File: src/design/rau_pkg.sv
package rau_pkg;

  localparam int WIDTH = 32;
  localparam int DW = 2 * WIDTH;
  localparam int NW = DW + 1;
  localparam int MW = 32;
  localparam int CW = $clog2(NW + 1);

  typedef enum logic [1:0] {
    FUNC_ADD = 2'd0,
    FUNC_SUB = 2'd1,
    FUNC_MUL = 2'd2,
    FUNC_DIV = 2'd3
  } func_t;

  typedef enum logic [3:0] {
    ST_IDLE,
    ST_MUL1,
    ST_MUL2,
    ST_COMB,
    ST_MODLD,
    ST_DIVSTEP,
    ST_GCDCHK,
    ST_QDIV1,
    ST_QDIV2,
    ST_DONE
  } state_t;

  typedef struct packed {
    logic load;
    logic mul1;
    logic mul2;
    logic comb;
    logic div_ld_mod;
    logic div_ld_gcd;
    logic div_ld_qn;
    logic div_ld_qd;
    logic div_step;
    logic gcd_swap;
    logic take_qn;
    logic take_qd;
    logic fin;
  } cmd_t;

  typedef struct packed {
    logic addsub;
    logic trivial;
    logic div_done;
    logic rem_zero;
  } sts_t;

endpackage

File: src/design/rau_ctrl.sv
module rau_ctrl (
  input  logic          clk,
  input  logic          rst_n,
  input  logic          in_valid,
  output logic          in_ready,
  output logic          out_valid,
  input  logic          out_ready,
  input  rau_pkg::sts_t sts,
  output rau_pkg::cmd_t cmd
);
  import rau_pkg::*;

  state_t state_r, state_nxt;
  logic   ovalid_r, ovalid_nxt;
  logic   gcd_r, gcd_nxt;
  logic   qd_r, qd_nxt;

  always_ff @(posedge clk) begin
    if (!rst_n) begin
      state_r <= ST_IDLE; ovalid_r <= 1'b0; gcd_r <= 1'b0; qd_r <= 1'b0;
    end else begin
      state_r <= state_nxt; ovalid_r <= ovalid_nxt; gcd_r <= gcd_nxt; qd_r <= qd_nxt;
    end
  end

  always_comb begin
    state_nxt = state_r;
    gcd_nxt = gcd_r;
    qd_nxt = qd_r;
    unique case (state_r)
      ST_IDLE:    if (in_valid) state_nxt = ST_MUL1;
      ST_MUL1:    state_nxt = ST_MUL2;
      ST_MUL2:    state_nxt = ST_COMB;
      ST_COMB:    state_nxt = ST_MODLD;
      ST_MODLD: begin
        if (!sts.addsub || sts.trivial) state_nxt = ST_DONE;
        else begin state_nxt = ST_DIVSTEP; gcd_nxt = 1'b0; qd_nxt = 1'b0; end
      end
      ST_DIVSTEP: begin
        if (sts.div_done) begin
          if (!gcd_r) state_nxt = ST_GCDCHK;
          else if (!qd_r) state_nxt = ST_QDIV2;
          else state_nxt = ST_DONE;
        end
      end
      ST_GCDCHK:  state_nxt = sts.rem_zero ? ST_QDIV1 : ST_DIVSTEP;
      ST_QDIV1:   begin state_nxt = ST_DIVSTEP; gcd_nxt = 1'b1; end
      ST_QDIV2:   begin state_nxt = ST_DIVSTEP; qd_nxt = 1'b1; end
      ST_DONE:    if (!ovalid_r || out_ready) state_nxt = ST_IDLE;
      default:    state_nxt = ST_IDLE;
    endcase
  end

  always_comb begin
    cmd = '0;
    unique case (state_r)
      ST_IDLE:    cmd.load = in_valid;
      ST_MUL1:    cmd.mul1 = 1'b1;
      ST_MUL2:    cmd.mul2 = 1'b1;
      ST_COMB:    cmd.comb = 1'b1;
      ST_MODLD:   cmd.div_ld_mod = 1'b1;
      ST_DIVSTEP: begin
        cmd.div_step = !sts.div_done;
        cmd.take_qn = sts.div_done && gcd_r && !qd_r;
        cmd.take_qd = sts.div_done && gcd_r && qd_r;
      end
      ST_GCDCHK: begin
        cmd.gcd_swap = 1'b1;
        cmd.div_ld_gcd = !sts.rem_zero;
      end
      ST_QDIV1:   cmd.div_ld_qn = 1'b1;
      ST_QDIV2:   cmd.div_ld_qd = 1'b1;
      ST_DONE:    cmd.fin = !ovalid_r || out_ready;
      default:    cmd = '0;
    endcase
  end

  assign in_ready = (state_r == ST_IDLE);
  assign ovalid_nxt = cmd.fin ? 1'b1 : (out_ready ? 1'b0 : ovalid_r);
  assign out_valid = ovalid_r;

endmodule

File: config.mk
export PLATFORM = sky130hd
export DESIGN_NAME = rau_ctrl
export DESIGN_NICKNAME = d
export VERILOG_FILES = /design/src/design/rau_pkg.sv /design/src/design/rau_ctrl.sv
export SDC_FILE = /design/constraint.sdc
export NUM_CORES = 1
export LEC_CHECK = 0
export ABC_CLOCK_PERIOD_IN_PS = 1900
export BUFFER_PORTS_ARGS = -buffer_cell sky130_fd_sc_hd__buf_2
export CAP_MARGIN = 10
export CORE_AREA = 4 4 41 43
export DETAILED_ROUTE_END_ITERATION = 16
export DIE_AREA = 0 0 45 47
export GPL_TIMING_DRIVEN = 0
export PLACE_DENSITY = 0.71
export SLEW_MARGIN = 20
export SYNTH_ARGS = -nofsm -noshare
export SYNTH_HDL_FRONTEND = slang
export SYNTH_SLANG_ARGS = --single-unit
File: constraint.sdc
create_clock -name clk -period 1.9 [get_ports clk]
set_clock_uncertainty 0.2 [all_clocks]
set_input_delay 0.285 -clock clk [delete_from_list [all_inputs] [get_ports clk]]
set_output_delay 0.285 -clock clk [all_outputs]
set_load 0.05 [all_outputs]
==> flow_metrics.env <==
export IMPL_dpl_cell_count=107
export IMPL_hold_ws_ns=0.0851
export IMPL_grt_max_degree=11
export IMPL_synth_net_count=78
export IMPL_syn_area_per_cell_um2=7.83
export IMPL_cts_htree_levels=1
export IMPL_wl_mm=1.95
export IMPL_place_hpwl_mm=1.13
export IMPL_yosysTopAreaCellShare_pct=25.6
export IMPL_clkSinkCount=7
export IMPL_worstPathCellList="buf_8 -> clkinvlp_4 -> nand2_1 -> nor3_1 -> buf_2"
export IMPL_violations="negative setup slack"
export IMPL_maxSlewViolCount=0
export IMPL_outcome="finished, violations left"
export IMPL_power_frac_clock_pct=26.5
export IMPL_setup_viol_count_final=1
export IMPL_grt_pass1_wl_mm=2.55
export IMPL_die_area_um2=2120
export IMPL_antenna_left=0
export IMPL_first_pass_iters=4
export IMPL_arrival_ns=1.42
export IMPL_cellPowerDensity_nw_per_um2=570
export IMPL_p_leak_nw=0.408
export IMPL_path_clk_slew_ns=0.06
export IMPL_detail_route_wl_per_cell_um=16.1
export IMPL_total_power_mw=0.552
export IMPL_fp_dieW_um=45
export IMPL_syn_to_final_growth_pct=76.7
export IMPL_worstSetupStartpointType="flip-flop"
export IMPL_grt_pass1_vias=583
export IMPL_cts_max_path_buffers=2
export IMPL_drive_gt1_share_pct=61.3
export IMPL_finalNonFillerCells=121
export IMPL_ys_seq_area_share_pct=25.6
export IMPL_power_switching_mw=0.220
export IMPL_rr_startpoint="state_r[2]$_SDFFE_PN0P_"
export IMPL_ys_ff_latch=7
export IMPL_grt_setup_unrepaired="true"
export IMPL_yosysUniqueCellTypes=29
export IMPL_synth_area_um2=548
export IMPL_post_route_util_pct=74.4
export IMPL_fmax_mhz=525
export IMPL_dieHeight_um=47
export IMPL_gp_congestion=0.825
export IMPL_portBuffers=22
export IMPL_worst_slack_ns=-0.00535
export IMPL_slowest_stage="dfxtp_2"
export IMPL_worstPathRequired_ns=1.41
export IMPL_period_share_pct=100
export IMPL_antenna_found_initial=0
export IMPL_rows=13
export IMPL_grt_total_usage_pct=16.8
export IMPL_insertion_delay_ns=0.26
export IMPL_num_antenna_cells=0
export IMPL_timing_max_cap_violations=0
export IMPL_period_needed_ns=1.91
export IMPL_hp_start="rst_n"
export IMPL_fin_nets=115
export IMPL_drtIter0Drc=25
export IMPL_synth_top_cell_by_area="dfxtp_1"
export IMPL_synth_area_top_cells="dfxtp_1, a21oi_1, nor2_1, nor3_1, buf_4"
export IMPL_r2r_end="state_r[2]$_SDFFE_PN0P_"
export IMPL_seqPwrFrac_pct=30.6
export IMPL_yosysWarnings=0
export IMPL_hold_violations=0
export IMPL_worst_slew_pin_slew_ns=0.331
export IMPL_reg2reg_slack_ns=0.22
export IMPL_cts_tree="done"
export IMPL_numCtsBuffers=3
export IMPL_critPathKind="flip-flop to output port"
export IMPL_vias=689
export IMPL_syn_inst=70
export IMPL_overflow=0
export IMPL_cp_max_fo=8
export IMPL_io_pins=23
export IMPL_irDropWorstVdd_mv=0.307
export IMPL_root_buffer="clkbuf_4"
export IMPL_min_path_type="primary input to flip-flop"
export IMPL_p_int_mw=0.332
export IMPL_drc=0
export IMPL_slew_headroom_pct=77.9
export IMPL_vias_per_cell=5.69
export IMPL_fin_setup_tns_ns=-0.00535
export IMPL_start_util_pct=42.1
export IMPL_cpPeakStageDelay_ns=0.33
export IMPL_core_area_um2=1300
export IMPL_swShare_pct=39.8
export IMPL_pwr_share_comb_pct=42.9
export IMPL_cp_end_kind="output port"
export IMPL_reg2regPathDepth=7
export IMPL_worstHoldEndpoint="state_r[3]$_SDFFE_PN0P_"
export IMPL_hold_path_cell_count=2
[cell usage in the layout, fill, tap and decap left out, drive strengths merged]
master,n
buf,39
nor2,9
a21oi,7
nor3,7
dfxtp,7
clkbuf,4
nor2b,3
inv,3
nor4,3
o21ai,2
a22o,2
nor4b,2
nand2b,2
nand2,2
nand4bb,1
clkinvlp,1
nand3,1
and2,1
nand4,1
or3,1
a211oi,1
xnor2,1
and3,1
o2bb2ai,1
nand3b,1
nor4bb,1
o21a,1
o32ai,1
[layout make-up]
class | count | area (um2)
fill | 95 | 333
timing repair buffer | 32 | 236
inverter | 4 | 18.8
clock buffer | 4 | 26.3
sequential | 7 | 150
multi-input combinational | 52 | 438
buffer | 7 | 80.1
tap | 15 | 18.8
[stage by stage]
stage / setup WS (ns) / instance area [um2]
after floorplan: -0.411 / 574
after global placement: -0.0319 / 703
after detailed placement: -0.0664 / 703
after CTS: 0.0000911 / 841
after global routing: -0.108 / 968
final: -0.00535 / 968
[registers in the layout, summed over array words and instances (netlist names)]
register / count
qd_r: 1
out_valid: 1
gcd_r: 1
state_r: 4
[cell families after synthesis]
group                  share of synthesized area, %
XOR/XNOR                                       1.60
flip-flops                                     25.6
AO/OA/AOI/OAI                                  19.6
buffers and inverters                          11.0
AND/OR/NAND/NOR                                42.2
[what timing repair did]
item,CTS,global route
pin swaps,1,3
endpoints found under the hold margin,0,0
setup buffers,2,8
gates resized for setup,30,18
endpoints found under the setup margin,13,13
hold buffers,0,0
[power by group through the flow]
stage	Clock [mW]	Sequential [mW]	Combinational, mW
after global routing	0.155	0.169	0.248
after global placement	0	0.166	0.169
after CTS	0.144	0.166	0.190
after detailed placement	0	0.166	0.172
after floorplan	0	0.164	0.137
final	0.147	0.169	0.237
[worst max path at each step]
stage	start	end	slack, ns	cells past startpoint
after floorplan	state_r[1]$_SDFFE_PN0P_	cmd[10]	-0.41	3
after global placement	state_r[3]$_SDFFE_PN0P_	cmd[5]	-0.03	4
after detailed placement	state_r[3]$_SDFFE_PN0P_	cmd[5]	-0.07	4
after CTS	state_r[2]$_SDFFE_PN0P_	cmd[2]	0.00009	6
after global routing	state_r[2]$_SDFFE_PN0P_	cmd[11]	-0.11	5
final	state_r[2]$_SDFFE_PN0P_	cmd[11]	-0.005	5
[Yosys cell counts]
master / instances
nand4_1: 1
buf_2: 3
inv_1: 4
nor2_1: 9
or3_4: 1
a22o_1: 2
a21oi_1: 7
a211oi_4: 1
nand3b_1: 1
nand2b_1: 2
o21ai_0: 2
o32ai_1: 1
nand4bb_1: 1
nor4b_2: 2
nor2b_1: 3
nand2_1: 2
and3_1: 1
nand3_1: 1
and2_1: 1
nor4bb_1: 1
o2bb2ai_1: 1
nor4_1: 2
dfxtp_1: 7
buf_4: 4
o21a_1: 1
nor4_2: 1
nor3_2: 1
nor3_1: 6
xnor2_1: 1
[metal layers]
layer / vias up / track usage [%] / wire length [um]
met1: 329 / 20.4 / 821
met5: - / 0 / 0
met3: 9 / 4.60 / 93
met2: 28 / 28.8 / 975
met4: 0 / 5.26 / 59
li1: 323 / - / -
[critical path: cells and delay by family (launching register included)]
family	cells	cell delay, ns
buffers and inverters	3	0.56
DFF	1	0.33
and+or+nand+nor	2	0.27
(Power assumes the default switching activity.)
